$ cat src/rtl/sha_ram.sv
module sha_ram #(
  parameter int unsigned Width = 8,
  parameter int unsigned Depth = 16
) (
  input  logic                     clk_i,
  input  logic                     we_i,
  input  logic [$clog2(Depth)-1:0] waddr_i,
  input  logic [Width-1:0]         wdata_i,
  input  logic [$clog2(Depth)-1:0] raddr_i,
  output logic [Width-1:0]         rdata_o
);
  logic [Width-1:0] mem_q [Depth];

  always_ff @(posedge clk_i) begin
    if (we_i) mem_q[waddr_i] <= wdata_i;
    rdata_o <= mem_q[raddr_i];
  end
endmodule

$ cat config.mk
export PLATFORM = sky130hd
export DESIGN_NAME = sha_ram
export DESIGN_NICKNAME = d
export VERILOG_FILES = /design/src/rtl/sha_ram.sv
export SDC_FILE = /design/constraint.sdc
export NUM_CORES = 1
export LEC_CHECK = 0
export BUFFER_PORTS_ARGS = -buffer_cell sky130_fd_sc_hd__buf_2
export CORE_UTILIZATION = 55
export CTS_CLUSTER_SIZE = 25
export DETAILED_ROUTE_END_ITERATION = 8
export PLACE_DENSITY = 0.73
export RECOVER_POWER = 25
export SETUP_SLACK_MARGIN = 0.2
export SYNTH_ARGS = -nofsm -noshare
export SYNTH_HDL_FRONTEND = slang
export SYNTH_SLANG_ARGS = --single-unit
$ cat constraint.sdc
create_clock -name clk_i -period 3.1 [get_ports clk_i]
set_input_delay 0.62 -clock clk_i [delete_from_list [all_inputs] [get_ports clk_i]]
set_output_delay 0.62 -clock clk_i [all_outputs]
set_load 0.005 [all_outputs]
==> run metrics <==
Mapped Area 5150 µm²; Post-CTS Hold Fix Bufs 0; Final Hold Fails 0; Internal 0.00343 W; total clock sinks 136; share of flip-flops with an asynchronous set or reset 0%; clock power share 47.3%; CTS tree built; final wirelength 9330 µm; critical-path cell list buf_2 -> or3b_2 -> nor2_1; WP data arrival 1.81 ns; worst vdd ir 339 µV; register bit total from synthesis 136; Mean Syn Cell Area 22.5 µm²; Max transition margin 39.9%; DRC violations left 0; row cnt 34; post-route minimum period 1.68 ns; Starting DRT DRC Count 204; Root Buffer clkbuf_8; Unique masters post-synth 19; delay of the slowest cell on the worst path 0.57 ns; worst-path maximum fanout 8; ys flop type edfxtp_1; EDFF count, synth 128; first-pass GRT wire length 14500 µm; Yosys top cell area share 74.7%; Seq/Total Area, Yosys 77.8%; I/O Buffers 25; largest net degree at the start of global routing 33; critical path class primary input to flip-flop; Setup Viol. Count Final 0; Clock Skew 0.00748 ns; Critical Path RT 3.24 ns; Top-Level Pins 26; status complete, no violations; Synth Warn # 0; via count of the routed design 2416; placed insts 363; DRT antenna net count 0; gpl congestion 0.769; highest-delay cell along the critical path nor2_1; vias in the first global route 2460; PwrDens 710 nW/µm²; Clock Latency Late Sink 0.51 ns; post-cts resize count 0; RSZ-0062 raised after global routing false; sw power 0.000832 W; placeable core region 8890 µm²; Net Sw Frac 19.5%; Starting Density 57.9%; max cap viols 0; FMAX 597 MHz; detailed-router iteration count before antenna repair 4; Worst-Margin Slew 0.899 ns; nets 292; part of the power in combinational logic 4.2%; synth cell count leaders edfxtp_1 (128), mux4_2 (18), a22oi_1 (16); Tcrit/Tclk final 54.0%; Setup Total Neg Slack 0 ns; post-synth top area cell edfxtp_1; share of layout cells above drive strength 1 27.2%; Fillers 551; clock slew at reported path FFs 0.06 ns; TritonCTS Buffers 17; Layout Cells excl Fill 395; area of the multi-input gates 1060 µm²; gr usage total 21.3%; Max Slew Vio Count 0; width of the die 98.7 µm; DR WL/cell 23.6 µm; postcts setup bufs 0; Max H-tree Level 4; die area 9750 µm²; Leak 2.03 nW; CP Capture Type flip-flop; GRT overflow 0; Layout area overhead 16.7%; sequential share of power 48.5%; Reg area 4000 µm²; Synth area leaders edfxtp_1 (75%), mux4_2 (7.9%), mux4_1 (7.1%); Syn Nets 247; clk buf depth 2; HPWL Detailed 5790 µm; # diodes 0; Design Power 0.00427 W; Cells after Synth 229; hold crit path type primary input to flip-flop; via/cell ratio 6.12; top-count cell post-synth edfxtp_1; initial antenna violation count 0; Startpoint Class primary input; die extent in y 98.7 µm
-- cell families after synthesis --
kind of cell    Yosys count  synth area share (%)
flops                   136                  77.8
simple gates             35                  3.18
mux                      32                  15.0
compound gates           16                  2.33
buf+inv                  10                  1.68
-- stage by stage --
step | setup WS [ns] | instance area (µm²) | util [%] | hold slack [ns]
finish | 1.42 | 6010 | 67.6 | 0.505
floorplan | 0.987 | 5150 | - | 0.629
global placement | 0.906 | 5420 | 60.9 | 0.649
CTS | 1.41 | 6020 | 67.7 | 0.471
global route | 1.35 | 6010 | 67.6 | 0.516
detailed placement | 0.884 | 5420 | 60.9 | 0.659
-- critical path, delay by kind of cell --
family        cells  cell delay (ns)
simple gates      2             1.08
buf+inv           1             0.11
-- placed cells by master (no fill, tap or decap), drive strengths merged, types with 4 or more instances in the layout --
| master | count |
|---|---|
| a22oi | 16 |
| buf | 30 |
| bufinv | 4 |
| clkbuf | 25 |
| clkinv | 6 |
| dfxtp | 8 |
| edfxtp | 128 |
| mux4 | 32 |
| nand2 | 9 |
| nor2 | 13 |
| nor3 | 4 |
-- sequential cells by signal (all words and copies together), names as in the netlist --
name,count
mem_q,128
rdata_o,8
-- power by group through the flow --
stage,logic [W],clock network [W],registers (W)
floorplan,0.000104,0,0.00210
global placement,0.000178,0,0.00210
detailed placement,0.000183,0,0.00210
CTS,0.000184,0.00204,0.00207
global route,0.000197,0.00211,0.00207
finish,0.000181,0.00202,0.00207
-- final timing paths --
check                          from               endpoint  slack, ns  cells after the start
max                      waddr_i[2]  mem_q[1][3]$_DFFE_PP_       1.42                      3
min                      wdata_i[1]  mem_q[6][1]$_DFFE_PP_       0.51                      1
max reg2reg   mem_q[1][0]$_DFFE_PP_     rdata_o[0]$_DFF_P_       1.74                      3
min reg2reg  mem_q[14][0]$_DFFE_PP_     rdata_o[0]$_DFF_P_       0.66                      3
-- cell type report --
| type | count | area share [%] |
|---|---|---|
| timing repair buffer | 36 | 3.54 |
| clock buffer | 19 | 7.02 |
| clock inverter | 13 | 2.98 |
| tap | 108 | 2.25 |
| sequential | 136 | 66.6 |
| multi-input combinational | 83 | 17.6 |
-- routing by layer --
metal | share of wire [%] | GRT usage [%] | up-vias
met5 | 0 | 0 | -
met4 | 1.9 | 9.64 | 0
met3 | 4.9 | 4.89 | 18
met2 | 49 | 32.6 | 72
met1 | 44 | 29.8 | 1265
li1 | - | - | 1061
(Power assumes the default switching activity.)
